File: config.mk
export PLATFORM = sky130hd
export DESIGN_NAME = device_safety_interlock_fsm_top_flat
export DESIGN_NICKNAME = d
export VERILOG_FILES = /design/src/rtl/dsi_pkg.sv /design/src/rtl/dsi_if.sv /design/src/rtl/dsi_step.sv /design/src/rtl/device_safety_interlock_fsm_top.sv /design/src/flat_wrapper.sv
export SDC_FILE = /design/constraint.sdc
export NUM_CORES = 1
export LEC_CHECK = 0
export ABC_AREA = 1
export BUFFER_PORTS_ARGS = -buffer_cell sky130_fd_sc_hd__buf_4
export CAP_MARGIN = 40
export CORE_ASPECT_RATIO = 0.9
export CORE_MARGIN = 2
export CORE_UTILIZATION = 33
export DETAILED_ROUTE_END_ITERATION = 8
export SLEW_MARGIN = 20
export SYNTH_ARGS = -nofsm -noshare
export SYNTH_HDL_FRONTEND = slang
export SYNTH_SLANG_ARGS = --single-unit
File: constraint.sdc
create_clock -name clk -period 4.1 [get_ports clk]
set_input_delay 0 -clock clk [delete_from_list [all_inputs] [get_ports clk]]
set_output_delay 0 -clock clk [all_outputs]
set_load 0.01 [all_outputs]
File: src/rtl/dsi_pkg.sv
// Package: types, codes and reset constants for the device safety interlock.
package dsi_pkg;

  typedef enum logic [2:0] {
    ST_STANDBY = 3'd0,
    ST_CALIB   = 3'd1,
    ST_READY   = 3'd2,
    ST_ACTIVE  = 3'd3,
    ST_FAULT   = 3'd4,
    ST_ESTOP   = 3'd5
  } state_t;

  typedef enum logic [2:0] {
    FN_START_DEV  = 3'd0,
    FN_START_PROC = 3'd1,
    FN_STOP_PROC  = 3'd2,
    FN_ACK_FAULT  = 3'd3,
    FN_CLR_ESTOP  = 3'd4,
    FN_SENSOR     = 3'd5,
    FN_EXT_FAULT  = 3'd6
  } func_t;

  typedef enum logic [1:0] {
    CAUSE_NONE     = 2'd0,
    CAUSE_OT_STOP  = 2'd1,
    CAUSE_OT_FAULT = 2'd2,
    CAUSE_EXT      = 2'd3
  } cause_t;

  localparam logic [1:0] REG_CAL_TICKS  = 2'd0;
  localparam logic [1:0] REG_MAX_FAULTS = 2'd1;
  localparam logic [1:0] REG_FAULT_TEMP = 2'd2;
  localparam logic [1:0] REG_STOP_TEMP  = 2'd3;

  localparam int CFG_IDX_W  = 2;
  localparam int CFG_DATA_W = 16;

  localparam logic [15:0]        CAL_TICKS_RST  = 16'd10;
  localparam logic [7:0]         MAX_FAULTS_RST = 8'd3;
  localparam logic signed [15:0] FAULT_TEMP_RST = 16'sd960;   // 60.0 deg
  localparam logic signed [15:0] STOP_TEMP_RST  = 16'sd1200;  // 75.0 deg

  typedef struct packed {
    logic [15:0]        cal_ticks;
    logic [7:0]         max_faults;
    logic signed [15:0] fault_temp;
    logic signed [15:0] stop_temp;
  } cfg_t;

  typedef struct packed {
    state_t      state;
    logic [15:0] calib_cnt;
    logic [7:0]  faults;
    logic        sess_open;
  } ctx_t;

  typedef struct packed {
    ctx_t   ctx;
    logic   changed;
    logic   started;
    cause_t cause;
  } step_t;

endpackage

File: src/rtl/dsi_if.sv
// Valid/ready channel interfaces for events and results.
interface dsi_in_if;
  logic               valid;
  logic               ready;
  logic [2:0]         func;
  logic signed [15:0] temperature;

  modport source (output valid, output func, output temperature, input ready);
  modport sink   (input valid, input func, input temperature, output ready);
endinterface

interface dsi_out_if;
  logic       valid;
  logic       ready;
  logic [2:0] device_state;
  logic       state_changed;
  logic       session_started;
  logic [7:0] fault_count;
  logic [1:0] fault_cause;

  modport source (output valid, output device_state, output state_changed,
                  output session_started, output fault_count, output fault_cause,
                  input ready);
  modport sink   (input valid, input device_state, input state_changed,
                  input session_started, input fault_count, input fault_cause,
                  output ready);
endinterface

File: src/rtl/dsi_step.sv
// Interlock transition logic: next state, counters and result flags for one event.
module dsi_step (
  input  dsi_pkg::ctx_t      cur,
  input  dsi_pkg::cfg_t      cfg,
  input  logic [2:0]         func,
  input  logic signed [15:0] temperature,
  output dsi_pkg::step_t     res
);
  import dsi_pkg::*;

  func_t       fn;
  logic [7:0]  faults_inc;
  logic [15:0] calib_inc;
  state_t      fault_dest;
  state_t      state_nxt;

  assign fn         = func_t'(func);
  assign faults_inc = (cur.faults == 8'hFF) ? cur.faults : cur.faults + 8'd1;
  assign calib_inc  = (cur.calib_cnt == 16'hFFFF) ? cur.calib_cnt : cur.calib_cnt + 16'd1;
  assign fault_dest = (faults_inc >= cfg.max_faults) ? ST_ESTOP : ST_FAULT;

  // next state
  always_comb begin
    state_nxt = cur.state;
    case (fn)
      FN_START_DEV:  if (cur.state == ST_STANDBY) state_nxt = ST_CALIB;
      FN_START_PROC: if (cur.state == ST_READY)   state_nxt = ST_ACTIVE;
      FN_STOP_PROC:  if (cur.state == ST_ACTIVE)  state_nxt = ST_READY;
      FN_ACK_FAULT:  if (cur.state == ST_FAULT)   state_nxt = ST_STANDBY;
      FN_CLR_ESTOP:  if (cur.state == ST_ESTOP)   state_nxt = ST_STANDBY;
      FN_SENSOR: begin
        if (cur.state == ST_CALIB) begin
          if (calib_inc >= cfg.cal_ticks) state_nxt = ST_READY;
        end else if (cur.state == ST_ACTIVE) begin
          if (temperature > cfg.stop_temp)       state_nxt = ST_ESTOP;
          else if (temperature > cfg.fault_temp) state_nxt = fault_dest;
        end
      end
      FN_EXT_FAULT: begin
        if (cur.state == ST_ACTIVE || cur.state == ST_CALIB) state_nxt = fault_dest;
      end
      default: state_nxt = cur.state;
    endcase
  end

  // counters and flags
  always_comb begin
    res.ctx       = cur;
    res.ctx.state = state_nxt;
    res.changed   = (state_nxt != cur.state);
    res.started   = 1'b0;
    res.cause     = CAUSE_NONE;
    case (fn)
      FN_START_DEV: begin
        if (cur.state == ST_STANDBY) begin
          res.ctx.calib_cnt = '0;
          if (!cur.sess_open) begin
            res.ctx.sess_open = 1'b1;
            res.ctx.faults    = '0;
            res.started       = 1'b1;
          end
        end
      end
      FN_CLR_ESTOP: begin
        if (cur.state == ST_ESTOP) begin
          res.ctx.sess_open = 1'b0;
          res.ctx.faults    = '0;
        end
      end
      FN_SENSOR: begin
        if (cur.state == ST_CALIB) begin
          res.ctx.calib_cnt = calib_inc;
        end else if (cur.state == ST_ACTIVE) begin
          if (temperature > cfg.stop_temp) begin
            res.cause = CAUSE_OT_STOP;
          end else if (temperature > cfg.fault_temp) begin
            res.cause      = CAUSE_OT_FAULT;
            res.ctx.faults = faults_inc;
          end
        end
      end
      FN_EXT_FAULT: begin
        if (cur.state == ST_ACTIVE || cur.state == ST_CALIB) begin
          res.cause      = CAUSE_EXT;
          res.ctx.faults = faults_inc;
        end
      end
      default: res.cause = CAUSE_NONE;
    endcase
  end

endmodule

File: src/rtl/device_safety_interlock_fsm_top.sv
// Top level of the device safety interlock: event register, state, result register.
//
//  channel  | dir | handshake     | payload
//  in_ch    | in  | valid/ready   | func[2:0], temperature[15:0] signed
//  out_ch   | out | valid/ready   | device_state, state_changed, session_started,
//           |     |               | fault_count[7:0], fault_cause[1:0]
//  cfg_*    | in  | we, no ready  | cfg_idx[1:0], cfg_wdata[15:0]
//
// One event per cycle while results are taken; results come from the result register.
// The interlock state updates as an event moves from the input register to the
// result register, so each event sees the one before it without a bubble.
// A stalled result holds both registers; the input accepts while its register is
// free or drains this cycle. Reset clears state, counters, valids; loads default config.
module device_safety_interlock_fsm_top (
  input  logic                               clk,
  input  logic                               rst_n,
  dsi_in_if.sink                             in_ch,
  dsi_out_if.source                          out_ch,
  input  logic                               cfg_we,
  input  logic [dsi_pkg::CFG_IDX_W-1:0]      cfg_idx,
  input  logic [dsi_pkg::CFG_DATA_W-1:0]     cfg_wdata
);
  import dsi_pkg::*;

  cfg_t               cfg_r;
  ctx_t               ctx_r;
  step_t              step;

  logic               ev_valid_r;
  logic [2:0]         ev_func_r;
  logic signed [15:0] ev_temp_r;

  logic               out_valid_r;
  state_t             out_state_r;
  logic               out_changed_r;
  logic               out_started_r;
  logic [7:0]         out_faults_r;
  cause_t             out_cause_r;

  logic               adv;

  assign adv         = ev_valid_r && (!out_valid_r || out_ch.ready);
  assign in_ch.ready = !ev_valid_r || adv;

  always_ff @(posedge clk) begin
    if (!rst_n) begin
      cfg_r.cal_ticks  <= CAL_TICKS_RST;
      cfg_r.max_faults <= MAX_FAULTS_RST;
      cfg_r.fault_temp <= FAULT_TEMP_RST;
      cfg_r.stop_temp  <= STOP_TEMP_RST;
    end else if (cfg_we) begin
      case (cfg_idx)
        REG_CAL_TICKS:  cfg_r.cal_ticks  <= cfg_wdata;
        REG_MAX_FAULTS: cfg_r.max_faults <= cfg_wdata[7:0];
        REG_FAULT_TEMP: cfg_r.fault_temp <= cfg_wdata;
        REG_STOP_TEMP:  cfg_r.stop_temp  <= cfg_wdata;
        default: ;
      endcase
    end
  end

  always_ff @(posedge clk) begin
    if (!rst_n) begin
      ev_valid_r <= 1'b0;
    end else if (in_ch.ready) begin
      ev_valid_r <= in_ch.valid;
    end
  end

  always_ff @(posedge clk) begin
    if (in_ch.valid && in_ch.ready) begin
      ev_func_r <= in_ch.func;
      ev_temp_r <= in_ch.temperature;
    end
  end

  dsi_step u_step (
    .cur         (ctx_r),
    .cfg         (cfg_r),
    .func        (ev_func_r),
    .temperature (ev_temp_r),
    .res         (step)
  );

  always_ff @(posedge clk) begin
    if (!rst_n) begin
      ctx_r.state     <= ST_STANDBY;
      ctx_r.calib_cnt <= '0;
      ctx_r.faults    <= '0;
      ctx_r.sess_open <= 1'b0;
    end else if (adv) begin
      ctx_r <= step.ctx;
    end
  end

  always_ff @(posedge clk) begin
    if (!rst_n) begin
      out_valid_r <= 1'b0;
    end else if (adv) begin
      out_valid_r <= 1'b1;
    end else if (out_ch.ready) begin
      out_valid_r <= 1'b0;
    end
  end

  always_ff @(posedge clk) begin
    if (adv) begin
      out_state_r   <= step.ctx.state;
      out_changed_r <= step.changed;
      out_started_r <= step.started;
      out_faults_r  <= step.ctx.faults;
      out_cause_r   <= step.cause;
    end
  end

  assign out_ch.valid           = out_valid_r;
  assign out_ch.device_state    = out_state_r;
  assign out_ch.state_changed   = out_changed_r;
  assign out_ch.session_started = out_started_r;
  assign out_ch.fault_count     = out_faults_r;
  assign out_ch.fault_cause     = out_cause_r;

  // the pending result always reflects the live interlock state
  a_out_matches_state: assert property (@(posedge clk) disable iff (!rst_n)
    out_valid_r |-> (out_state_r == ctx_r.state && out_faults_r == ctx_r.faults))
    else $error("result state differs from interlock state");

  a_faults_need_session: assert property (@(posedge clk) disable iff (!rst_n)
    (ctx_r.faults != 8'd0) |-> ctx_r.sess_open)
    else $error("fault count outside an open session");

  a_start_clean: assert property (@(posedge clk) disable iff (!rst_n)
    (out_valid_r && out_started_r) |->
      (out_state_r == ST_CALIB && out_faults_r == 8'd0 && out_changed_r))
    else $error("session start with bad state or count");

  a_ot_stop_estop: assert property (@(posedge clk) disable iff (!rst_n)
    (out_valid_r && out_cause_r == CAUSE_OT_STOP) |-> (out_state_r == ST_ESTOP))
    else $error("overtemperature stop without emergency stop");

endmodule
File: src/flat_wrapper.sv
// flat-port wrapper written by rule: the top's interface ports become plain ports
module device_safety_interlock_fsm_top_flat import dsi_pkg::*;
  (clk, rst_n, cfg_we, cfg_idx, cfg_wdata, in_ch_valid, in_ch_func, in_ch_temperature, in_ch_ready, out_ch_valid, out_ch_device_state, out_ch_state_changed, out_ch_session_started, out_ch_fault_count, out_ch_fault_cause, out_ch_ready);
  dsi_in_if in_ch_i ();
  dsi_out_if out_ch_i ();
  input  logic clk;
  input  logic rst_n;
  input  logic cfg_we;
  input  logic [dsi_pkg::CFG_IDX_W-1:0] cfg_idx;
  input  logic [dsi_pkg::CFG_DATA_W-1:0] cfg_wdata;
  input wire logic [$bits(in_ch_i.valid)-1:0] in_ch_valid;
  input wire logic [$bits(in_ch_i.func)-1:0] in_ch_func;
  input wire logic [$bits(in_ch_i.temperature)-1:0] in_ch_temperature;
  output wire logic [$bits(in_ch_i.ready)-1:0] in_ch_ready;
  output wire logic [$bits(out_ch_i.valid)-1:0] out_ch_valid;
  output wire logic [$bits(out_ch_i.device_state)-1:0] out_ch_device_state;
  output wire logic [$bits(out_ch_i.state_changed)-1:0] out_ch_state_changed;
  output wire logic [$bits(out_ch_i.session_started)-1:0] out_ch_session_started;
  output wire logic [$bits(out_ch_i.fault_count)-1:0] out_ch_fault_count;
  output wire logic [$bits(out_ch_i.fault_cause)-1:0] out_ch_fault_cause;
  input wire logic [$bits(out_ch_i.ready)-1:0] out_ch_ready;
  assign in_ch_i.valid = in_ch_valid;
  assign in_ch_i.func = in_ch_func;
  assign in_ch_i.temperature = in_ch_temperature;
  assign in_ch_ready = in_ch_i.ready;
  assign out_ch_valid = out_ch_i.valid;
  assign out_ch_device_state = out_ch_i.device_state;
  assign out_ch_state_changed = out_ch_i.state_changed;
  assign out_ch_session_started = out_ch_i.session_started;
  assign out_ch_fault_count = out_ch_i.fault_count;
  assign out_ch_fault_cause = out_ch_i.fault_cause;
  assign out_ch_i.ready = out_ch_ready;
  device_safety_interlock_fsm_top u_core (.clk(clk), .rst_n(rst_n), .in_ch(in_ch_i), .out_ch(out_ch_i), .cfg_we(cfg_we), .cfg_idx(cfg_idx), .cfg_wdata(cfg_wdata));
endmodule
# ---- Word-level counts from Yosys, hierarchy flattened
# Cells that the tools add are included.
dict set report word_totals {
  out_inout_bits 17
  register_bits 120
  elab_cells 99
}
dict set report classes {
  addsub 2
  n_eq_ne 20
  n_reduce_logical 20
  magnitude_cmp 4
  mux 36
}
# op n
set op_table {}
lappend op_table {{8-bit two-way mux} 6}
lappend op_table {{3-bit two-way mux} 11}
lappend op_table {{16-bit greater-than comparator} 2}
lappend op_table {{16-bit two-way mux} 2}
lappend op_table {{16-bit one-hot mux with 2 select lines} 1}
lappend op_table {{8-bit one-hot mux with 4 select lines} 1}
lappend op_table {{25-bit two-way mux} 1}
lappend op_table {{3-bit one-hot mux with 7 select lines} 1}
lappend op_table {{9-bit two-way mux} 2}
lappend op_table {{16-bit by 1-bit adder with 16-bit output (second input constant)} 1}
lappend op_table {{16-bit equality test (second input constant)} 1}
lappend op_table {{16-bit >= comparator} 1}
lappend op_table {{3-bit equality test (second input constant)} 5}
lappend op_table {{3-bit by 2-bit equality test with 1-bit output (second input constant)} 4}
lappend op_table {{2-bit two-way mux} 5}
lappend op_table {{2-bit AND reduction} 5}
lappend op_table {{8-bit by 1-bit adder with 8-bit output (second input constant)} 1}
lappend op_table {{8-bit equality test (second input constant)} 1}
lappend op_table {{8-bit >= comparator} 1}
lappend op_table {{4-bit AND reduction} 2}
lappend op_table {{3-bit by 1-bit equality test with 1-bit output (second input constant)} 2}
lappend op_table {{3-bit zero test} 2}
lappend op_table {{2-bit inequality test (second input constant)} 3}
lappend op_table {{2-bit nonzero test} 3}
lappend op_table {{10 further kinds} 18}

# ---- Depth between registers and ports, before layout
# Gate-level depths: netlist of run 1.
dict set report logic_depth {
  ltp_word 10
  depth_mapped 23
}

# ---- By module
# A second synthesis of run 1 with hierarchy kept.
dict set report hier_totals {
  hier_cells 1110
  area_unflattened_um2 7647.3
}
# module area_per_inst_um2 instances cells_per_inst seq_area_each_um2
set modules_own_cells {}
lappend modules_own_cells {device_safety_interlock_fsm_top 4636.9 1 571 2742.6}
lappend modules_own_cells {dsi_step 3010.4 1 539 0.0}

# ---- Worst setup path after synthesis of run 1
# Ideal clock, no wire load.
dict set report synth_timing {
  path_kind {register to register}
  from {register u_core.ctx_r[1] (netlist bit)}
  to {register u_core.out_changed_r, in the netlist u_core.out_ch.state_changed (data pin)}
  arrival_time_ns 2.686
  t_required_ns 3.846
  path_stages_with_launch 21
  setup_slack_ns 1.160
  setup_ns 0.254
  cell_sequence {dfxtp_1 ha_1 inv_1 nor4_2 nand2_1 nor2_4 inv_2 nand2_1 o21ai_2 ha_1 a21oi_1 o21a_1 nor2_1 nor3_1 nand2_1 a211oi_1 nand3_1 nand2_1 nand2_1 nor2_1 nand2_1}
}
# element line
set synth_rtl {}
lappend synth_rtl {{from (decl)} device_safety_interlock_fsm_top.sv:26} ;# ctx_t ctx_r;
lappend synth_rtl {{from (signal assigned)} device_safety_interlock_fsm_top.sv:92} ;# ctx_r <= step.ctx;
lappend synth_rtl {{to (signal assigned)} device_safety_interlock_fsm_top.sv:109} ;# out_changed_r <= step.changed;
lappend synth_rtl {{to (decl)} device_safety_interlock_fsm_top.sv:35} ;# logic out_changed_r;

==> results.py, run 1 <==
metrics = {
    "run_status": {
        "status": "finished, final reports clean",
    },
    "pwr": {
        "leakage_nw": 3.68,
        "clock_power_share_pct": 45.9,
        "powerDensity_mw_per_mm2": 382,
        "p_switching_uw": 813,
        "internal-power_mw": 2.42,
        "power.total_mw": 3.24,
        "sw_frac_of_total_pct": 25.1,
        "seqPwrFrac_pct": 40.7,
        "power_frac_comb_pct": 13.4,
        "peakVddDrop_mv": 0.239,
    },
    "drt": {
        "final_antenna_net_count": 0,
        "firstDrtPassIters": 5,
        "routed_wl_um": 16800,
        "wl_per_cell_um": 13.6,
        "via_per_inst": 4.81,
        "drt_iter0_drc": 348,
        "vias": 5963,
        "drc": 0,
    },
    "sta": {
        "fmax_mhz": 294,
        "fin_crit_ns": 3.40,
        "tightest_slew_ns": 0.735,
        "setup_violations": 0,
        "setup_slack_ns": 0.701,
        "fin_crit_sh_pct": 82.9,
        "rsz0062_at_grt": "false",
        "clock_skew_ns": 0.0145,
        "slew_viol_final": 0,
        "setup_tns_ns": 0,
        "finalHoldViolations": 0,
        "max_slew_margin_pct": 50.8,
        "fin_hold_ws_ns": 0.0379,
    },
    "yosys": {
        "synth.most_common_cell": "nand2_1",
        "netlist_area_mm2": 0.00679,
        "synth_top_area_cell": "dfxtp_1",
        "ys.flop_type": "dfxtp_1",
        "synth.avg_cell_area_um2": 7.75,
        "synth_edf_count": 34,
        "ys_ff_latch": 120,
        "synth_cells": 876,
        "synth-seq-area-share_pct": 40.4,
        "ys_top_cells_by_area": "dfxtp_1, edfxtp_1, ha_1, nand2_1, a21oi_1",
        "synth_cell_types": 42,
        "syn-num-nets": 976,
        "synthArstFlopShare_pct": 0,
        "synth_commonest_cells": "nand2_1, inv_1, a21oi_1",
        "yosys_warnings": 0,
        "synth_top_area_share_pct": 25.4,
    },
    "min_path": {
        "min_to": "u_core.cfg_r[32]$_SDFFE_PN1P_",
        "hold_class": "in -> reg",
        "min_from": "rst_n",
        "min_delay_path_depth": 2,
    },
    "cells_and_area": {
        "fillers": 1976,
        "fin_area_mm2": 0.00848,
        "fin_util_pct": 42.3,
        "diodes": 0,
        "fin_cells": 1240,
        "nNetsFinal": 1073,
        "layout-drive-gt1-share_pct": 13.5,
        "area_delta_synth_final_pct": 24.9,
    },
    "setup_path": {
        "path_class": "reg -> reg",
        "r2r-start": "u_core.ctx_r[9]$_SDFFE_PN0P_",
        "reg2reg_depth": 21,
        "crit_arrival_ns": 3.56,
        "cp-start-kind": "flop",
        "ff2ff_setup_slack_ns": 0.70,
        "cp_max_fo": 5,
        "timing.rr.end": "u_core.out_ch.state_changed$_DFFE_PP_",
        "endpoint_kind": "flop",
        "crit_required_ns": 4.26,
    },
    "clocking": {
        "htree_num_levels": 4,
        "clk_pin_slew_ns": 0.05,
        "numCtsBuffers": 17,
        "cts_max_path_buffers": 2,
        "cts_setup_buffers": 0,
        "clock_sinks": 120,
        "clk_latency_ns": 0.42,
        "cts_tree": "yes",
        "root_buffer": "clkbuf_16",
    },
    "die": {
        "fp.dieW_um": 155,
        "design.die.area_mm2": 0.0217,
        "fp.dieH_um": 140,
        "core-area_mm2": 0.0200,
        "initial_core_util_pct": 33.8,
        "rows": 49,
        "io_pins": 59,
    },
    "job": {
        "cap_violations": 0,
    },
    "placement": {
        "gp_congestion": 0.897,
        "hpwlAfterDp_um": 12100,
        "placed_area_mm2": 0.00745,
        "port_buffers": 58,
        "dp_cells": 1164,
        "dpl_worst_slack_ns": 0.756,
    },
    "global_route": {
        "antenna_found_initial": 0,
        "gr-usage-all-layers_pct": 15.9,
        "grt_pass1_wl_um": 27400,
        "grt_pass1_vias": 5636,
        "grt_max_degree": 55,
        "grt_overflow": 0,
    },
}
area by class of cell:
type | count | area (um2) | area share (%)
sequential | 120 | 2740 | 32.3
tap | 255 | 319 | 3.76
clock buffer | 22 | 454 | 5.36
inverter | 135 | 507 | 5.98
timing repair buffer | 106 | 923 | 10.9
clock inverter | 9 | 125 | 1.48
multi-input combinational | 593 | 3410 | 40.2
sequential cells by signal (all words and copies together), names as in the netlist:
name / flops
u_core.cfg_r: 56
u_core.ctx_r: 28
u_core.ev_temp_r: 16
u_core.out_ch.fault_count: 8
u_core.ev_func_r: 3
u_core.out_ch.device_state: 3
u_core.out_ch.fault_cause: 2
u_core.ev_valid_r: 1
u_core.out_ch.session_started: 1
u_core.out_ch.state_changed: 1
u_core.out_ch.valid: 1
how the worst max path moves through the flow:
| stage | start | slack (ns) | cells past startpoint | to |
|---|---|---|---|---|
| floorplan | u_core.ctx_r[1]$_SDFFE_PN0P_ | 1.16 | 20 | u_core.out_ch.state_changed$_DFFE_PP_ |
| global placement | u_core.ctx_r[9]$_SDFFE_PN0P_ | 0.75 | 21 | u_core.out_ch.state_changed$_DFFE_PP_ |
| detailed placement | u_core.ctx_r[9]$_SDFFE_PN0P_ | 0.76 | 21 | u_core.out_ch.state_changed$_DFFE_PP_ |
| CTS | u_core.ctx_r[9]$_SDFFE_PN0P_ | 0.74 | 21 | u_core.out_ch.state_changed$_DFFE_PP_ |
| global route | u_core.ctx_r[9]$_SDFFE_PN0P_ | 0.34 | 21 | u_core.out_ch.state_changed$_DFFE_PP_ |
| finish | u_core.ctx_r[9]$_SDFFE_PN0P_ | 0.70 | 21 | u_core.out_ch.state_changed$_DFFE_PP_ |
critical path: stages (launching register included):
cell and delay [ns]:
dfxtp_1 0.39, ha_1 0.26, nand2_1 0.11, nor2_4 0.15
nand4_1 0.10, nor3_2 0.17, inv_2 0.09, nand3_1 0.13
nor2_1 0.08, xor2_1 0.25, ha_1 0.31, a21oi_1 0.12
o21ai_0 0.09, a21o_1 0.15, nand2_1 0.05, nand3_1 0.12
a21oi_1 0.16, nand3_1 0.12, nand4_1 0.10, nand2_1 0.06
nor2_1 0.08, nand2_1 0.06
layout by cell type, fill, tap and decap left out, types with 4 or more instances in the layout:
master         instances
a21o_1                 4
a21oi_1              110
a21oi_2                7
a22oi_1                5
buf_4                 59
clkbuf_1               4
clkbuf_16             17
clkinv_2               4
dfxtp_1               86
dlygate4sd3_1         45
edfxtp_1              34
ha_1                  58
inv_1                119
inv_2                 15
nand2_1              158
nand3_1               36
nand4_1               17
nor2_1                56
nor2_4                 4
nor3_1                12
nor3_2                 4
o211ai_1               8
o21ai_0               63
o21ai_1               14
xor2_1                 9
repair_timing:
item / in CTS / in global routing
hold buffers: 45 / 0
hold endpoints to repair: 77 / 0
gates resized for setup: 0 / 0
per-layer routing:
layer,up-vias,share of wire [%],track usage [%]
met4,0,1.1,4.82
met2,113,48,26.8
met5,-,0,0
met1,2708,47,20.5
met3,14,3.8,3.16
li1,3128,-,-
logic make-up after synthesis:
group / Yosys count / share of synthesized area, %
XOR/XNOR: 12 / 1.55
AO/OA/AOI/OAI: 223 / 18.0
AND/OR/NAND/NOR: 300 / 20.0
flip-flops: 120 / 40.4
buffers and inverters: 163 / 9.37
adder cells (fa/ha/maj): 58 / 10.7
power by group through the flow:
stage	sequential [mW]	combinational [mW]	clock [mW]
2_1_floorplan	1.33	0.271	0
3_3_place_gp	1.34	0.390	0
6_report	1.32	0.434	1.49
4_1_cts	1.32	0.434	1.51
5_1_grt	1.32	0.493	1.58
3_5_place_dp	1.34	0.400	0
Note: power is estimated with default switching activity, not from simulation.
==> inputs of run 2 (changes only) <==
- clock period: 4.1 -> 3.2 ns (I/O delays scaled with it)
==> run 2 against run 1 <==
- die area unchanged
- final cell count increased by 2.4%
- core utilization increased by 2.0 points
- clock skew decreased by 0.0040 ns
- first-iteration DRC count decreased by 18%
- wire length increased by 3.0%
- combinational power increased by 39%
- non-clock buffer count increased by 29
- sequential share of layout area decreased by 1.4 points
- clock-buffer cell count increased by 3
- critical path type unchanged
- final area increased by 4.8%
- sequential power increased by 27%
- critical endpoint unchanged
==> results.py, run 2 (same netlist as run 1, synthesis figures left out) <==
metrics = {
    "setup_path": {
        "crit_chain": "ha_2 > nand2_1 > nor2_4 > nand4_1 > nor3_2 > inv_2 > nand3_2 > nor2_2 > xor2_1 > ha_1 > a21oi_1 > o21ai_1 > a21o_1 > nand2_1 > nand3_2 > a21oi_2 > nand3_2 > nand4_1 > nand2_1 > nor2_1 > nand2_1",
        "crit_required_ns": 3.38,
        "timing.rr.end": "u_core.out_ch.state_changed$_DFFE_PP_",
        "ff2ff_setup_slack_ns": 0.02,
        "endpoint_kind": "flop",
        "path_class": "reg -> reg",
        "slowest_delay_ns": 0.36,
        "reg2reg_depth": 21,
        "cp-start-kind": "flop",
        "cp_common_cell": "nand2_1",
        "crit_arrival_ns": 3.36,
        "slowest_stage": "dfxtp_2",
        "r2r-start": "u_core.ctx_r[9]$_SDFFE_PN0P_",
        "cp_max_fo": 5,
    },
    "global_route": {
        "grt_max_degree": 54,
        "gr-usage-all-layers_pct": 16.3,
        "grt_pass1_vias": 5769,
        "antenna_found_initial": 0,
        "grt_overflow": 0,
        "grt_pass1_wl_um": 28300,
    },
    "die": {
        "fp.dieW_um": 155,
        "core-area_mm2": 0.0200,
        "design.die.area_mm2": 0.0217,
        "io_pins": 59,
        "fp.dieH_um": 140,
        "initial_core_util_pct": 33.8,
        "rows": 49,
    },
    "clocking": {
        "clk_pin_slew_ns": 0.06,
        "root_buffer": "clkbuf_16",
        "numCtsBuffers": 17,
        "cts_tree": "yes",
        "clk_latency_ns": 0.43,
        "cts_max_path_buffers": 2,
        "clock_sinks": 120,
        "htree_num_levels": 4,
    },
    "sta": {
        "clock_skew_ns": 0.0105,
        "setup_slack_ns": 0.0249,
        "max_slew_margin_pct": 54.5,
        "fin_crit_sh_pct": 99.2,
        "rsz0062_at_grt": "true",
        "slew_viol_final": 0,
        "fmax_mhz": 315,
        "fin_crit_ns": 3.18,
        "setup_violations": 0,
        "tightest_slew_ns": 0.682,
        "finalHoldViolations": 0,
    },
    "job": {
        "cap_violations": 0,
    },
    "cells_and_area": {
        "fin_util_pct": 44.3,
        "area_delta_synth_final_pct": 31.0,
        "diodes": 0,
        "final_common_cell": "nand2_1",
        "top_regs": "u_core.cfg_r (56), u_core.ctx_r (28), u_core.ev_temp_r (16)",
        "fin_area_mm2": 0.00889,
        "layout-drive-gt1-share_pct": 19.9,
        "largest_reg_flops": 56,
        "mostFrequentLayoutCells": "nand2_1, inv_1, a21oi_1, buf_4, dfxtp_1",
        "top_register": "u_core.cfg_r",
        "fillers": 2001,
        "nNetsFinal": 1102,
    },
    "pwr": {
        "leakage_nw": 3.91,
        "clock_power_share_pct": 46.3,
        "seqPwrFrac_pct": 39.5,
        "p_switching_mw": 1.09,
        "peakVddDrop_mv": 0.337,
        "power_frac_comb_pct": 14.2,
        "internal-power_mw": 3.17,
        "sw_frac_of_total_pct": 25.6,
        "power.total_mw": 4.25,
        "powerDensity_mw_per_mm2": 479,
    },
    "drt": {
        "routed_wl_um": 17300,
        "firstDrtPassIters": 5,
        "via_per_inst": 4.78,
        "final_antenna_net_count": 0,
        "drc": 0,
        "drt_iter0_drc": 285,
        "vias": 6076,
        "wl_per_cell_um": 13.7,
    },
    "placement": {
        "placed_area_mm2": 0.00762,
        "gp_congestion": 0.898,
        "port_buffers": 58,
        "hpwlAfterDp_um": 12000,
        "dpl_worst_slack_ns": -0.0784,
    },
    "min_path": {
        "min_to": "u_core.cfg_r[40]$_SDFFE_PN0P_",
        "min_delay_path_depth": 4,
        "hold_class": "in -> reg",
        "min_from": "cfg_idx[1]",
    },
    "run_status": {
        "status": "finished, final reports clean",
    },
}
[run 2: changes by cell type in the layout (fill, tap and decap cells not counted), sizes merged]
| cell | delta |
|---|---|
| clkbuf | +3 |
| inv | +1 |
| bufinv | -1 |
| clkinvlp | -1 |
| clkinv | -1 |
| buf | +29 |
[run 2: power groups by stage]
stage / combinational (mW) / sequential [mW] / clock [mW]
global placement: 0.516 / 1.71 / 0
detailed placement: 0.529 / 1.71 / 0
global route: 0.680 / 1.69 / 2.08
floorplan: 0.348 / 1.71 / 0
finish: 0.602 / 1.68 / 1.97
CTS: 0.577 / 1.68 / 2.00
[run 2: area by class of cell]
type	count	area [um2]	area share, %
timing repair buffer	135	1140	12.8
clock inverter	7	88.8	1.00
clock buffer	25	517	5.82
tap	255	319	3.59
multi-input combinational	593	3560	40.0
sequential	120	2750	31.0
inverter	135	509	5.73
[run 2: what timing repair did]
action	CTS	global route
hold endpoints to repair	77	0
pin swaps	1	21
buffers inserted	0	6
hold buffers	45	0
resized for setup	3	43
endpoints found under the setup margin	2	5
[run 2: worst max-delay path by stage]
stage / from / to
after CTS: u_core.ctx_r[2]$_SDFFE_PN0P_ / u_core.out_ch.state_changed$_DFFE_PP_
after detailed placement: u_core.ctx_r[2]$_SDFFE_PN0P_ / u_core.out_ch.state_changed$_DFFE_PP_
final: u_core.ctx_r[9]$_SDFFE_PN0P_ / u_core.out_ch.state_changed$_DFFE_PP_
after global placement: u_core.ctx_r[9]$_SDFFE_PN0P_ / u_core.out_ch.state_changed$_DFFE_PP_
after floorplan: u_core.ctx_r[1]$_SDFFE_PN0P_ / u_core.out_ch.state_changed$_DFFE_PP_
after global routing: u_core.ctx_r[14]$_SDFFE_PN0P_ / u_core.out_ch.state_changed$_DFFE_PP_
[run 2: layer usage]
| metal | routed length (um) | vias up | share of wire, % | GRT usage (%) |
|---|---|---|---|---|
| met2 | 8210 | 126 | 47 | 26.3 |
| met4 | 310 | 0 | 1.8 | 6.14 |
| li1 | - | 3178 | - | - |
| met3 | 693 | 22 | 4.0 | 3.22 |
| met1 | 8130 | 2750 | 47 | 21.7 |
| met5 | 0 | - | 0 | 0 |
[run 2: critical path, delay by kind of cell, from the launching register on]
| family | cells | cell delay [ns] |
|---|---|---|
| buffers and inverters | 1 | 0.10 |
| adders and majority gates | 2 | 0.48 |
| DFF | 1 | 0.36 |
| xor gates and xnor gates | 1 | 0.21 |
| and+or+nand+nor | 13 | 1.27 |
| AOI/OAI and AO/OA | 4 | 0.52 |
[run 2: stage by stage]
stage                     hold slack [ns]  setup TNS (ns)  cells
final                              0.0360               0   1270
after global placement              0.178               0   1185
after CTS                          0.0135               0   1264
after detailed placement            0.180         -0.0784   1187
after floorplan                    0.0989               0    876
after global routing               0.0716          -0.317   1270
